`config.mk`:
```
export PLATFORM = sky130hd
export DESIGN_NAME = speed_slew_rate_limiter
export DESIGN_NICKNAME = d
export VERILOG_FILES = /design/src/design/ssrl_pkg.sv /design/src/design/speed_slew_rate_limiter.sv
export SDC_FILE = /design/constraint.sdc
export NUM_CORES = 1
export LEC_CHECK = 0
export BUFFER_PORTS_ARGS = -buffer_cell sky130_fd_sc_hd__buf_4
export CAP_MARGIN = 40
export CORE_UTILIZATION = 25
export DETAILED_ROUTE_END_ITERATION = 12
export SLEW_MARGIN = 5
export SYNTH_ARGS = -nofsm -noshare
export SYNTH_HDL_FRONTEND = slang
export SYNTH_SLANG_ARGS = --single-unit
```
`constraint.sdc`:
```
create_clock -name clk -period 5.8 [get_ports clk]
set_input_delay 0.58 -clock clk [delete_from_list [all_inputs] [get_ports clk]]
set_output_delay 0.58 -clock clk [all_outputs]
set_load 0.02 [all_outputs]
```
`src/design/ssrl_pkg.sv`:
```
`default_nettype none

package ssrl_pkg;

    // width of the rise and fall step registers
    localparam int STEP_BITS = 13;

    // item kind carried on tuser
    typedef enum logic [1:0] {
        FUNC_TARGET = 2'd0,
        FUNC_TICK   = 2'd1,
        FUNC_ESTOP  = 2'd2
    } func_t;

    // register index (byte address / 4)
    typedef enum logic [2:0] {
        REG_UP_STEP    = 3'd0,
        REG_DOWN_STEP  = 3'd1,
        REG_BAND_LOW   = 3'd2,
        REG_BAND_HIGH  = 3'd3,
        REG_BAND_VALUE = 3'd4,
        REG_STOP_CODE  = 3'd5
    } reg_index_t;

    // register reset values
    localparam int RST_UP_STEP    = 123;
    localparam int RST_DOWN_STEP  = 143;
    localparam int RST_BAND_LOW   = 819;
    localparam int RST_BAND_HIGH  = 2048;
    localparam int RST_BAND_VALUE = 2458;
    localparam int RST_STOP_CODE  = -4096;

endpackage

`default_nettype wire

```
`src/design/speed_slew_rate_limiter.sv`:
```
// Channel   Dir  Handshake           Payload
// s_*       in   s_tvalid/s_tready   tuser = func, tdata = target_speed
// m_*       out  m_tvalid/m_tready   tdata = speed
// apb       in   psel/penable        six registers at byte address 4*i
//
// Two register stages: an input register, then one pass of compare/add logic
// that updates the ramp state and loads the result register. One request per
// cycle sustained while m_tready keeps the result register draining.
// A full result register stalls only tick requests; commands and stops drain.
// rst_n clears speed, target, stop latch, valids; registers return to defaults.
`default_nettype none

module speed_slew_rate_limiter #(
    parameter int SPEED_BITS = 20
) (
    input  wire logic                                clk,
    input  wire logic                                rst_n,
    // input stream
    input  wire logic                                s_tvalid,
    output logic                                     s_tready,
    input  wire logic [((SPEED_BITS + 7) / 8) * 8 - 1:0] s_tdata, // [SPEED_BITS-1:0] target_speed
    input  wire logic [1:0]                          s_tuser,  // [1:0] func
    // output stream
    output logic                                     m_tvalid,
    input  wire logic                                m_tready,
    output logic [((SPEED_BITS + 7) / 8) * 8 - 1:0]  m_tdata,  // [SPEED_BITS-1:0] speed
    // configuration
    input  wire logic                                psel,
    input  wire logic                                penable,
    input  wire logic                                pwrite,
    input  wire logic [4:0]                          paddr,
    input  wire logic [31:0]                         pwdata,
    output logic [31:0]                              prdata,
    output logic                                     pready
);
    import ssrl_pkg::*;

    localparam int DATA_BITS = ((SPEED_BITS + 7) / 8) * 8;
    // wide enough for speed +/- step without overflow
    localparam int EXT_BITS  = ((SPEED_BITS > STEP_BITS) ? SPEED_BITS : STEP_BITS) + 2;
    localparam logic signed [SPEED_BITS-1:0] SPEED_MAX = {1'b0, {(SPEED_BITS - 1){1'b1}}};
    localparam logic signed [SPEED_BITS-1:0] SPEED_MIN = {1'b1, {(SPEED_BITS - 1){1'b0}}};

    // ---------------- configuration registers ----------------
    logic [STEP_BITS-1:0]         up_step_reg, down_step_reg;
    logic signed [SPEED_BITS-1:0] band_low_reg, band_high_reg, band_value_reg, stop_code_reg;
    logic                         cfg_write;
    reg_index_t                   cfg_index;

    assign pready    = 1'b1;
    assign cfg_write = psel & penable & pwrite & pready;
    assign cfg_index = reg_index_t'(paddr[4:2]);

    always_ff @(posedge clk or negedge rst_n)
    begin
        if (!rst_n)
        begin
            up_step_reg    <= STEP_BITS'(RST_UP_STEP);
            down_step_reg  <= STEP_BITS'(RST_DOWN_STEP);
            band_low_reg   <= SPEED_BITS'(RST_BAND_LOW);
            band_high_reg  <= SPEED_BITS'(RST_BAND_HIGH);
            band_value_reg <= SPEED_BITS'(RST_BAND_VALUE);
            stop_code_reg  <= SPEED_BITS'(RST_STOP_CODE);
        end
        else if (cfg_write)
        begin
            unique case (cfg_index)
                REG_UP_STEP:    up_step_reg    <= pwdata[STEP_BITS-1:0];
                REG_DOWN_STEP:  down_step_reg  <= pwdata[STEP_BITS-1:0];
                REG_BAND_LOW:   band_low_reg   <= pwdata[SPEED_BITS-1:0];
                REG_BAND_HIGH:  band_high_reg  <= pwdata[SPEED_BITS-1:0];
                REG_BAND_VALUE: band_value_reg <= pwdata[SPEED_BITS-1:0];
                REG_STOP_CODE:  stop_code_reg  <= pwdata[SPEED_BITS-1:0];
                default: ;      // addresses past the map are ignored
            endcase
        end
    end

    always_comb
    begin
        unique case (cfg_index)
            REG_UP_STEP:    prdata = 32'(up_step_reg);
            REG_DOWN_STEP:  prdata = 32'(down_step_reg);
            REG_BAND_LOW:   prdata = 32'(band_low_reg);
            REG_BAND_HIGH:  prdata = 32'(band_high_reg);
            REG_BAND_VALUE: prdata = 32'(band_value_reg);
            REG_STOP_CODE:  prdata = 32'(stop_code_reg);
            default:        prdata = '0;
        endcase
    end

    // ---------------- stage 1: input register ----------------
    logic                         in_valid_reg;
    logic [1:0]                   in_func_reg;
    logic signed [SPEED_BITS-1:0] in_target_reg;
    logic                         is_tick;
    logic                         adv;      // result register can take a value
    logic                         s2_fire;  // stage-1 request consumed

    assign is_tick  = (in_func_reg == FUNC_TICK);
    assign adv      = ~m_tvalid | m_tready;
    assign s2_fire  = in_valid_reg & (~is_tick | adv);
    assign s_tready = ~in_valid_reg | s2_fire;

    always_ff @(posedge clk or negedge rst_n)
    begin
        if (!rst_n)
            in_valid_reg <= 1'b0;
        else if (s_tready)
            in_valid_reg <= s_tvalid;
    end

    always_ff @(posedge clk)
    begin
        if (s_tready && s_tvalid)
        begin
            in_func_reg   <= s_tuser;
            in_target_reg <= s_tdata[SPEED_BITS-1:0];
        end
    end

    // ---------------- stage 2: ramp update ----------------
    logic signed [SPEED_BITS-1:0] current_speed_reg, current_speed_next;
    logic signed [SPEED_BITS-1:0] target_level_reg, target_level_next;
    logic                         stop_latched_reg, stop_latched_next;
    logic                         out_valid_reg, out_valid_next;
    logic signed [SPEED_BITS-1:0] out_speed_reg, out_speed_next;

    logic                         hit_stop, in_band;
    logic signed [EXT_BITS-1:0]   cur_x, tgt_x, up_x, down_x, rise_x, fall_x, lowered_x;
    logic signed [SPEED_BITS-1:0] ramp_speed;

    assign hit_stop = (in_target_reg == stop_code_reg);
    assign in_band  = (in_target_reg > band_low_reg) && (in_target_reg < band_high_reg);

    assign cur_x     = EXT_BITS'(current_speed_reg);
    assign tgt_x     = EXT_BITS'(target_level_reg);
    assign up_x      = signed'(EXT_BITS'(up_step_reg));
    assign down_x    = signed'(EXT_BITS'(down_step_reg));
    assign rise_x    = cur_x + up_x;
    assign fall_x    = cur_x - up_x;   // snap test uses the rise step
    assign lowered_x = cur_x - down_x;

    always_comb
    begin
        priority if (tgt_x > rise_x)
            ramp_speed = (rise_x > EXT_BITS'(SPEED_MAX)) ? SPEED_MAX
                                                         : rise_x[SPEED_BITS-1:0];
        else if (tgt_x < fall_x)
            ramp_speed = (lowered_x < EXT_BITS'(SPEED_MIN)) ? SPEED_MIN
                                                            : lowered_x[SPEED_BITS-1:0];
        else
            ramp_speed = target_level_reg;
    end

    always_comb
    begin
        current_speed_next = current_speed_reg;
        target_level_next  = target_level_reg;
        stop_latched_next  = stop_latched_reg;
        out_valid_next     = out_valid_reg & ~m_tready;
        out_speed_next     = out_speed_reg;
        if (s2_fire)
        begin
            unique case (in_func_reg)
                FUNC_TARGET:
                begin
                    if (hit_stop)
                    begin
                        current_speed_next = '0;
                        target_level_next  = '0;
                    end
                    else
                        target_level_next = in_band ? band_value_reg : in_target_reg;
                end
                FUNC_TICK:
                begin
                    current_speed_next = ramp_speed;
                    out_valid_next     = 1'b1;
                    out_speed_next     = stop_latched_reg ? '0 : ramp_speed;
                end
                FUNC_ESTOP: stop_latched_next = 1'b1;
                default: ;  // unused code: dropped
            endcase
        end
    end

    always_ff @(posedge clk or negedge rst_n)
    begin
        if (!rst_n)
        begin
            current_speed_reg <= '0;
            target_level_reg  <= '0;
            stop_latched_reg  <= 1'b0;
            out_valid_reg     <= 1'b0;
        end
        else
        begin
            current_speed_reg <= current_speed_next;
            target_level_reg  <= target_level_next;
            stop_latched_reg  <= stop_latched_next;
            out_valid_reg     <= out_valid_next;
        end
    end

    always_ff @(posedge clk)
    begin
        out_speed_reg <= out_speed_next;
    end

    assign m_tvalid = out_valid_reg;
    assign m_tdata  = DATA_BITS'(unsigned'(out_speed_reg));

`ifndef ASSERT_OFF
    // stall only when the input register holds a blocked request
    a_ready_stall: assert property (@(posedge clk) disable iff (!rst_n)
        !s_tready |-> in_valid_reg && is_tick && !adv)
        else $error("input stalled without a blocked tick");

    // emergency stop is sticky until reset
    a_stop_sticky: assert property (@(posedge clk) disable iff (!rst_n)
        stop_latched_reg |=> stop_latched_reg)
        else $error("stop latch cleared");

    // a tick after the stop publishes zero
    a_stop_zero: assert property (@(posedge clk) disable iff (!rst_n)
        (s2_fire && is_tick && stop_latched_reg) |=> (out_speed_reg == '0))
        else $error("nonzero speed while stopped");

    // the stop command zeroes the ramp
    a_stop_code: assert property (@(posedge clk) disable iff (!rst_n)
        (s2_fire && (in_func_reg == FUNC_TARGET) && hit_stop)
            |=> (current_speed_reg == '0) && (target_level_reg == '0))
        else $error("stop code did not zero speed");
`endif

endmodule

`default_nettype wire
```
======== After elaboration in Yosys (flattened, before gate mapping) ========
Index checks and enable logic that the tools add are counted.
word-level totals
  bits of input ports ..................... 70
  logic and storage cells ................. 69
  output and inout port bits .............. 59
  flip-flop bits (word level) ............. 191
cells by class
  muxes and demuxes ....................... 11
  $lt $le $gt $ge ......................... 6
  reductions and logical operators ........ 15
  equal/unequal tests ..................... 9
  add/subtract/negate cells ............... 3
  bitwise gates (word level) .............. 11
operators with widths
  kind                                                                                count
  32-bit one-hot mux with 6 select lines                                              1
  20-bit 2-to-1 mux                                                                   7
  20-bit by 14-bit subtractor with 21-bit output                                      2
  20-bit one-hot mux with 2 select lines                                              1
  20-bit by 14-bit adder with 21-bit output                                           1
  20-bit by 21-bit greater-than comparator with 1-bit output                          1
  21-bit by 20-bit greater-than comparator with 1-bit output (second input constant)  1
  20-bit by 21-bit less-than comparator with 1-bit output                             1
  21-bit by 20-bit less-than comparator with 1-bit output (second input constant)     1
  20-bit == test                                                                      1
  20-bit greater-than comparator                                                      1
  20-bit less-than comparator                                                         1
  2-bit AND reduction                                                                 9
  3-bit by 2-bit == test with 1-bit output (second input constant)                    2
  3-bit == test (second input constant)                                               2
  1-bit bitwise AND                                                                   4
  1-bit inverter                                                                      4
  3-bit by 1-bit == test with 1-bit output (second input constant)                    1
  3-bit zero test                                                                     1
  1-bit bitwise OR                                                                    3
  3-bit AND reduction                                                                 1
  2-bit by 1-bit == test with 1-bit output (second input constant)                    1
  2-bit == test (second input constant)                                               1
  1-bit logical AND                                                                   2
  4 further kinds                                                                     5

======== Depth between registers and ports, before layout ========
Gate-level depths: netlist of the first run.
  depth in word-level cells ............... 6
  mapped depth ............................ 26
  depth with buffers taken out ............ 26

======== Worst setup path before layout of the first run ========
No wires, ideal clock.
  kind .................................... flip-flop to flip-flop
  start ................................... reg up_step_reg[0]
  end ..................................... reg out_speed_reg[6] (data pin)
  setup time .............................. 0.140 ns
  data required time ...................... 5.660 ns
  clock period less this slack ............ 5.223 ns
  buffers on the path ..................... 1
  arrival time ............................ 5.083 ns
  stages on the path, launching flop included .. 26
  path slack .............................. 0.577 ns
  path through ............................ dfstp_2 ha_1 fa_1 nor2b_1 o21ai_0 a21boi_0 o21ai_0 a21oi_1 o31a_1 o21a_1 o21ai_0 a21oi_1 o31a_1 nor2_1 ha_1 a21o_1 a211o_1 a2111oi_0 o211ai_1 a21oi_1 nor2_1 nor2_1 clkbuf_1 a221oi_1 a21o_1 nor2_1
on the way
  longest elaborated chain between the ends .. 4
  elaborated cells on any way between the ends .. 8
  classes of those cells .................. 2 x add/sub; 3 x order compare; 3 x mux
ends and longest elaborated chain
  item                                                                                                                                          RTL line                                                        text
  from (decl)                                                                                                                                   speed_slew_rate_limiter.sv:45                                   logic [STEP_BITS-1:0] up_step_reg, down_step_reg;
  from (signal assigned)                                                                                                                        speed_slew_rate_limiter.sv:58                                   up_step_reg <= STEP_BITS'(RST_UP_STEP);
  from (signal assigned)                                                                                                                        speed_slew_rate_limiter.sv:68                                   REG_UP_STEP: up_step_reg <= pwdata[STEP_BITS-1:0];
  20-bit by 14-bit subtractor with 21-bit output / 20-bit by 14-bit adder with 21-bit output (equally long branches)                            speed_slew_rate_limiter.sv:141, speed_slew_rate_limiter.sv:140
  20-bit by 21-bit less-than comparator with 1-bit output / 21-bit by 20-bit greater-than comparator with 1-bit output (equally long branches)  speed_slew_rate_limiter.sv:149, speed_slew_rate_limiter.sv:147
  20-bit 2-to-1 mux (on tied branches)                                                                                                          speed_slew_rate_limiter.sv:149, speed_slew_rate_limiter.sv:147
  20-bit 2-to-1 mux (*)                                                                                                                         speed_slew_rate_limiter.sv:146                                  priority if (tgt_x > rise_x)
  to (signal assigned)                                                                                                                          speed_slew_rate_limiter.sv:208                                  out_speed_reg <= out_speed_next;
  to (decl)                                                                                                                                     speed_slew_rate_limiter.sv:127                                  logic signed [SPEED_BITS-1:0] out_speed_reg, out_speed_next;
Mark *: on every way between the ends. The rest lies on a longest branch, timed or not.
A chain may end at the register's enable or synchronous reset.

======== Worst setup path in the final report of the first run ========
  start ................................... reg up_step_reg[0]
  end ..................................... reg out_speed_reg[0] (data pin)
Same word-level chain as after synthesis.

==> out/qor.yml, run 1 <==
outcome:
  status: "finished, final reports clean"
finish:
  areaGrowthSynthToFinish_pct: 19.1
  nFillCells: 5197
  drive_above_1_share: 0.205
  instances_no_fill: 2063
  layout.nets: 1574
cts:
  cts_buffer_depth: 2
  hold_buffers: 0
  clock_sinks: 191
  cts_root_buf: "clkbuf_16"
  path_clk_slew_ns: 0.09
  htree_levels: 4
  cts_tree: "done"
  clock_latency_ns: 0.47
  numCtsBuffers: 17
synthesis:
  synth-warning-count: 0
  synth_edf_count: 42
  synthFlopType: "dfrtp_1"
  seq_area_frac_synth: 0.403
  synthArstFlopShare: 0.780
  synth_area_per_cell_um2: 9.69
  synth_cell_types: 73
  syn_area_um2: 12500
  synth_cells: 1288
  synth_seq_cells: 191
sta:
  timing.final.crit_share: 0.957
  setup_tns_ns: 0
  drv_slew: 0
  max_freq_ghz: 0.180
  tightestPinTransition_ns: 0.891
  setup_ws_ns: 0.250
  max-slew-margin-rel: 0.402
  setup_viol: 0
  fin_crit_ns: 5.55
  holdWs_ns: 0.198
  final.setup_skew_ns: 0.0209
  hold_viol: 0
floorplan:
  num_rows: 81
  core_area_um2: 49100
  die-width_um: 225
  die_h_um: 225
  initial_core_util: 0.254
  dieArea_um2: 50800
  ios: 129
pwr:
  powerDensity_nw_per_um2: 519
  ir_worst_vdd_uv: 418
  leakage_nw: 6.61
placement:
  dp_cells: 2025
  portBuffers: 105
  gp_congestion: 0.878
  post-dp-hpwl_um: 28900
  pre_cts_slack_ns: 0.00139
route:
  avgRoutedWirePerCell_um: 18.4
  drt_iter0_drc: 687
  first_pass_iters: 7
  wl_um: 38000
  vias: 10200
  avgViaCountPerCell: 4.94
  drc_errors: 0
  detail-route-antenna-nets: 0
grt:
  overflow: 0
  antenna_found_initial: 1
  grt_pass1_vias: 10000
  grt_max_degree: 82
  grtUsageTotal: 0.149
  grt_pass1_wl_um: 58200
worst_hold_path:
  hold_class: "in2async"
setup_path:
  arrival_ns: 5.73
  required_ns: 5.98
  worst_setup_path_end_kind: "flip-flop"
  cp-start-kind: "flip-flop"
  crit_type: "reg2reg"
  critPathMaxFanout: 13
job:
  maxCapViolCount: 0
==> critical path, stage by stage (launching register included) <==
cell and delay, ns:
dfstp_2 0.57, ha_1 0.18, inv_1 0.06, fa_2 0.35
or2_4 0.25, a221oi_4 0.24, o211ai_1 0.16, nor2b_1 0.18
a21o_1 0.19, o21bai_2 0.15, nor3b_2 0.18, o31ai_1 0.11
xor2_1 0.20, ha_1 0.32, a21oi_1 0.15, nor2_1 0.06
a211oi_1 0.22, buf_4 0.16, nand4_1 0.09, nand3_1 0.14
a21boi_0 0.19, o32a_1 0.20, a211oi_4 0.07, buf_4 0.18
buf_4 0.19, a211o_1 0.27, o21ai_1 0.11, nor2_1 0.07
==> path summary, 6_finish.rpt <==
| path | startpoint | end | slack (ns) | depth (start not counted) |
|---|---|---|---|---|
| setup reg to reg | up_step_reg[0]$_DFFE_PN1P_ | out_speed_reg[0]$_SDFFCE_PP0P_ | 0.25 | 27 |
| min in group clk | s_tdata[4] | in_target_reg[4]$_DFFE_PP_ | 0.29 | 1 |
| hold reg to reg | band_low_reg[9]$_DFFE_PN1P_ | band_low_reg[9]$_DFFE_PN1P_ | 0.52 | 2 |
| setup / recovery | up_step_reg[0]$_DFFE_PN1P_ | out_speed_reg[0]$_SDFFCE_PP0P_ | 0.25 | 27 |
| hold / removal | rst_n | up_step_reg[2]$_DFFE_PN0P_ | 0.20 | 1 |
| max in group asynchronous | rst_n | band_value_reg[8]$_DFFE_PN1P_ | 4.40 | 3 |
==> through the flow <==
| stage | area (µm²) | power [W] | utilization |
|---|---|---|---|
| after global placement | 14000 | 0.00610 | 0.286 |
| after detailed placement | 14100 | 0.00617 | 0.288 |
| after floorplan | 12500 | 0.00497 | - |
| after global routing | 14900 | 0.00825 | 0.303 |
| final | 14900 | 0.00771 | 0.303 |
| after CTS | 14800 | 0.00752 | 0.301 |
==> power by group <==
group	total (W)	internal, W	switching (W)
clock	0.00131	0.000613	0.000695
sequential	0.00204	0.00168	0.000361
combinational	0.00436	0.00185	0.00251
total	0.00771	0.00415	0.00356
==> area by class of cell <==
| class | count | area [µm²] | share of cell area |
|---|---|---|---|
| multi-input combinational | 935 | 6860 | 0.461 |
| sequential | 191 | 5030 | 0.338 |
| timing repair buffer | 145 | 1160 | 0.0777 |
| tap | 664 | 831 | 0.0559 |
| clock buffer | 17 | 425 | 0.0286 |
| inverter | 95 | 357 | 0.0240 |
| clock inverter | 15 | 210 | 0.0141 |
| antenna | 1 | 2.50 | 0.000168 |
==> repair_timing <==
item / in CTS / in global routing
resized for setup: 2 / 19
pin swaps: 0 / 3
endpoints found under the setup margin: 9 / 40
gates cloned: 0 / 2
setup buffers: 0 / 3
==> synthesized netlist by cell type (22+ instances only) <==
master	n	area share
dfrtp_1	117	0.23
o21ai_0	108	0.043
xor2_1	22	0.015
a22oi_1	40	0.024
mux2_2	44	0.040
xnor2_1	45	0.032
a21o_1	27	0.016
ha_1	116	0.12
edfxtp_1	42	0.10
clkbuf_1	42	0.013
nor2_1	56	0.017
nand2_1	133	0.040
a21oi_1	51	0.020
inv_1	94	0.028
dfstp_2	32	0.067
==> cells by family after synthesis <==
family / count (synthesis) / synth area share
AOI/OAI and AO/OA: 349 / 0.186
xor gates and xnor gates: 69 / 0.0506
adders and majority gates: 119 / 0.121
buffers and inverters: 167 / 0.0572
DFF: 191 / 0.403
muxes: 65 / 0.0565
other: 2 / 0.000602
and+or+nand+nor: 326 / 0.125
==> per-layer routing <==
layer | track usage | up-vias | part of all wire
met3 | 0.0209 | 43 | 0.053
met2 | 0.239 | 334 | 0.45
met4 | 0.0408 | 0 | 0.020
met1 | 0.208 | 5010 | 0.47
li1 | - | 4812 | -
met5 | 0 | - | 0
==> layout by cell type, fill, tap and decap left out, types with 44 or more instances in the layout <==
cell type,n
dfrtp_1,117
mux2_2,44
buf_4,140
ha_1,116
inv_1,94
nand2_1,133
nor2_1,52
xnor2_1,45
a21oi_1,48
o21ai_0,102
Power figures use the tool's default switching activity.
==> run 2, diff against run 1 <==
- MAX_ROUTING_LAYER: not set -> met4
==> run 2 against run 1 <==
Largest cell class unchanged. Total power up 2.3%. Via count shrank 0.97%. Combinational power grew 5.0%. Clock skew down 0.0046 ns. Worst hold slack worse by 0.054 ns. Flip-flop and latch count unchanged. Highest routed layer unchanged. Final cell count grew 0.29%. Maximum frequency decreased by 0.91%. Clock power decreased by 3%. Sequential share of layout area fell by 0.24 points.
==> out/qor.yml, run 2 (synthesized netlist as in run 1, its figures left out) <==
grt:
  grt_pass1_vias: 10200
  grt_max_degree: 89
  antenna_found_initial: 0
  grtUsageTotal: 0.156
  overflow: 0
  grt_pass1_wl_um: 59000
sta:
  holdWs_ns: 0.144
  drv_slew: 0
  final.setup_skew_ns: 0.0163
  setup_tns_ns: 0
  hold_viol: 0
  tightestPinTransition_ns: 0.921
  fin_crit_ns: 5.60
  setup_viol: 0
  max-slew-margin-rel: 0.386
  max_freq_ghz: 0.179
  timing.final.crit_share: 0.966
floorplan:
  num_rows: 81
  dieArea_um2: 50800
  die-width_um: 225
  die_h_um: 225
  core_area_um2: 49100
  ios: 129
  initial_core_util: 0.254
route:
  first_pass_iters: 7
  wl_um: 38300
  avgViaCountPerCell: 4.88
  detail-route-antenna-nets: 0
  avgRoutedWirePerCell_um: 18.5
  drc_errors: 0
  drt_iter0_drc: 770
  vias: 10100
setup_path:
  cp-start-kind: "flip-flop"
  arrival_ns: 5.79
  r2r_end: "out_speed_reg[10]$_SDFFCE_PP0P_"
  regToRegSetupSlack_ns: 0.20
  critPathMaxFanout: 13
  required_ns: 5.99
  worst_setup_path_end_kind: "flip-flop"
  reg2reg_from: "up_step_reg[0]$_DFFE_PN1P_"
  worstRegToRegCells: 26
  crit_type: "reg2reg"
  max_stage_delay_ns: 0.56
  worst_path_max_delay_cell: "dfstp_2"
cts:
  clock_sinks: 191
  cts_root_buf: "clkbuf_16"
  hold_buffers: 0
  cts_tree: "done"
  numCtsBuffers: 17
  path_clk_slew_ns: 0.07
  clock_latency_ns: 0.45
  cts_buffer_depth: 2
  htree_levels: 4
pwr:
  ir_worst_vdd_uv: 425
  powerDensity_nw_per_um2: 527
  leakage_nw: 6.66
placement:
  post-dp-hpwl_um: 29100
  placed_cell_area_um2: 14200
  gp_congestion: 0.891
  portBuffers: 105
finish:
  layout.nets: 1581
  drive_above_1_share: 0.211
  final_common_cell: "buf_4"
  antennaDiodeCount: 0
  final_area_um2: 15000
  nFillCells: 5151
  areaGrowthSynthToFinish_pct: 20.0
  final_cell_mix: "142 x buf_4, 133 x nand2_1, 117 x dfrtp_1"
outcome:
  status: "finished, final reports clean"
job:
  maxCapViolCount: 0
worst_hold_path:
  hold_class: "in2async"
-- run 2: critical path, delay by kind of cell, from the launching register on --
family	cells	cell delay, ns
flops	1	0.56
xor+xnor	1	0.21
compound gates	11	2.01
simple gates	7	1.15
buf+inv	4	0.52
fa+ha+maj	3	0.90
-- run 2: worst max path at each step --
stage	start	end	slack [ns]
after floorplan	up_step_reg[0]$_DFFE_PN1P_	out_speed_reg[6]$_SDFFCE_PP0P_	0.58
after detailed placement	up_step_reg[0]$_DFFE_PN1P_	out_speed_reg[10]$_SDFFCE_PP0P_	-0.04
after CTS	up_step_reg[1]$_DFFE_PN1P_	out_speed_reg[18]$_SDFFCE_PP0P_	0.01
final	up_step_reg[0]$_DFFE_PN1P_	out_speed_reg[10]$_SDFFCE_PP0P_	0.20
after global placement	up_step_reg[0]$_DFFE_PN1P_	out_speed_reg[11]$_SDFFCE_PP0P_	-0.01
after global routing	up_step_reg[0]$_DFFE_PN1P_	out_speed_reg[0]$_SDFFCE_PP0P_	-0.03
-- run 2: through the flow --
stage | instances | util | total power, W | setup WS, ns
floorplan | 1291 | - | 0.00497 | 0.577
global placement | 2026 | 0.287 | 0.00622 | -0.0127
detailed placement | 2032 | 0.290 | 0.00629 | -0.0377
CTS | 2065 | 0.303 | 0.00764 | 0.0146
global route | 2069 | 0.305 | 0.00844 | -0.0295
finish | 2069 | 0.305 | 0.00789 | 0.199
-- run 2: final cells by class --
type                            instances  area (µm²)  area share
Multi-Input combinational cell        936        6900       0.461
Clock inverter                         13         166      0.0111
Timing Repair Buffer                  151        1240      0.0829
Clock buffer                           19         454      0.0303
Inverter                               95         357      0.0238
Tap cell                              664         831      0.0555
Sequential cell                       191        5030       0.336
-- run 2: where the power goes --
group	internal [W]	total [W]	switching (W)	leakage [nW]
registers	0.00168	0.00204	0.000359	2.15
logic	0.00197	0.00458	0.00261	4.21
clock network	0.000645	0.00127	0.000620	0.304
-- run 2: per-layer routing --
| layer | global-route usage | up-vias | share of wire |
|---|---|---|---|
| met2 | 0.247 | 302 | 0.46 |
| met3 | 0.0250 | 40 | 0.049 |
| met1 | 0.208 | 4936 | 0.48 |
| li1 | - | 4822 | - |
| met4 | 0.0373 | 0 | 0.016 |
| met5 | - | - | 0 |
-- run 2: what timing repair did --
action | CTS | global route
pin swaps | 1 | 10
resized for setup | 4 | 23
gates cloned | 1 | 2
setup buffers | 0 | 2
setup endpoints to repair | 19 | 40
==> run 3, diff against run 2 <==
- RECOVER_POWER: not set -> 100
==> run 3 against run 2 <==
The flow now finishes with violations (max-capacitance violations, max-slew violations). Register-to-register slack about the same. Highest routed layer unchanged. Setup slack is essentially flat. Cell area shrank 2.3%.
==> out/qor.yml, run 3 (synthesized netlist as in run 1, its figures left out) <==
finish:
  layout.nets: 1581
  final_common_cell: "nand2_1"
  drive_above_1_share: 0.157
  final_cell_mix: "133 x nand2_1, 117 x dfrtp_1, 116 x ha_1"
  areaGrowthSynthToFinish_pct: 17.2
  antennaDiodeCount: 0
cts:
  htree_levels: 4
  path_clk_slew_ns: 0.08
  hold_buffers: 0
  clock_sinks: 191
  cts_root_buf: "clkbuf_16"
  cts_tree: "done"
  cts_buffer_depth: 2
  clock_latency_ns: 0.46
  numCtsBuffers: 17
setup_path:
  regToRegSetupSlack_ns: 0.20
  r2r_end: "out_speed_reg[10]$_SDFFCE_PP0P_"
  arrival_ns: 5.79
  worstRegToRegCells: 26
  cp-start-kind: "flip-flop"
  critPathMaxFanout: 13
  crit_type: "reg2reg"
  critPathLaunch: "up_step_reg[0]$_DFFE_PN1P_"
  required_ns: 5.99
  reg2reg_from: "up_step_reg[0]$_DFFE_PN1P_"
  worst_setup_path_end_kind: "flip-flop"
worst_hold_path:
  hold_depth: 1
  hold_end: "in_target_reg[2]$_DFFE_PP_"
  hold_class: "in2reg"
  hp-start: "s_tdata[2]"
route:
  drc_errors: 0
  detail-route-antenna-nets: 0
  avgRoutedWirePerCell_um: 18.6
  drt_iter0_drc: 727
  vias: 10100
  avgViaCountPerCell: 4.90
  wl_um: 38500
  first_pass_iters: 7
pwr:
  ir_worst_vdd_uv: 431
  powerDensity_nw_per_um2: 537
  power_w: 0.00786
  leakage_nw: 6.37
placement:
  post-dp-hpwl_um: 29100
  gp_congestion: 0.891
  portBuffers: 105
sta:
  drv_slew: 89
  max_freq_ghz: 0.179
  holdWs_ns: 0.316
  final.setup_skew_ns: 0.0156
  tightestPinTransition_ns: 5.01
  setup_viol: 0
  hold_viol: 0
  fin_crit_ns: 5.60
  max-slew-margin-rel: -2.34
  timing.final.crit_share: 0.966
floorplan:
  die_h_um: 225
  dieArea_um2: 50800
  die-width_um: 225
  initial_core_util: 0.254
  ios: 129
  core_area_um2: 49100
  num_rows: 81
grt:
  antenna_found_initial: 0
  overflow: 0
  grt_pass1_vias: 10200
  grt_pass1_wl_um: 59000
  grtUsageTotal: 0.156
  grt_max_degree: 89
job:
  maxCapViolCount: 1
outcome:
  status: "complete, but fails checks"
  violations: "max-capacitance violations, max-slew violations"
[run 3: power breakdown]
| part | switching, W | leakage, nW | internal, W | total, W |
|---|---|---|---|---|
| logic | 0.00262 | 3.91 | 0.00193 | 0.00455 |
| registers | 0.000359 | 2.15 | 0.00168 | 0.00204 |
| clock network | 0.000622 | 0.304 | 0.000645 | 0.00127 |
| total | 0.00360 | 6.37 | 0.00426 | 0.00786 |
[run 3: metal layers]
layer,GRT usage,up-vias,part of all wire
li1,-,4831,-
met1,0.208,4991,0.47
met2,0.247,285,0.46
met3,0.0250,38,0.050
met4,0.0373,0,0.016
met5,-,-,0
[run 3: worst max-delay path by stage]
| stage | to | slack, ns | cells after the start |
|---|---|---|---|
| after CTS | out_speed_reg[18]$_SDFFCE_PP0P_ | 0.01 | 27 |
| after global placement | out_speed_reg[11]$_SDFFCE_PP0P_ | -0.01 | 25 |
| after floorplan | out_speed_reg[6]$_SDFFCE_PP0P_ | 0.58 | 25 |
| after global routing | out_speed_reg[0]$_SDFFCE_PP0P_ | -0.03 | 27 |
| after detailed placement | out_speed_reg[10]$_SDFFCE_PP0P_ | -0.04 | 25 |
| final | out_speed_reg[10]$_SDFFCE_PP0P_ | 0.20 | 26 |
[run 3: per-stage QoR]
stage                     instances  worst slack (ns)  cell area, µm²   util  setup TNS (ns)
after floorplan                1291             0.577           12500      -               0
after global placement         2026           -0.0127           14100  0.287         -0.0127
after detailed placement       2032           -0.0377           14200  0.290          -0.122
after CTS                      2065            0.0146           14800  0.303               0
after global routing           2069           -0.0295           14600  0.298         -0.0699
final                          2069             0.199           14600  0.298               0
[run 3: final cells by class]
class                   instances  area (µm²)
clock inverters                13         166
clock buffers                  19         454
repair buffers                151         925
multi-input cells             936        6870
fillers                      5237       34400
well taps                     664         831
inverters                      95         357
flip-flops and latches        191        5030
[run 3: worst max-delay path, stage by stage, from the launching register on]
cell and delay (ns):
dfstp_2 0.56, ha_1 0.18, inv_1 0.06, fa_1 0.38
or2_4 0.26, a221oi_4 0.26, o211ai_1 0.15, nor2b_1 0.17
a21o_1 0.20, o21bai_1 0.21, nor3b_2 0.19, o31ai_1 0.11
xor2_1 0.21, ha_1 0.34, a21oi_1 0.15, nor2_1 0.07
a211oi_2 0.19, buf_4 0.16, nand4_1 0.12, nand3_2 0.13
a311o_1 0.17, o32a_1 0.19, a211oi_4 0.08, buf_12 0.16
buf_12 0.14, a221o_1 0.29, and3b_1 0.21
[run 3: repair_timing]
item | CTS | global route
gates cloned | 1 | 2
resized for setup | 4 | 23
setup endpoints to repair | 19 | 40
pin swaps | 1 | 10
endpoints found under the hold margin | 0 | 0
buffers inserted | 0 | 2
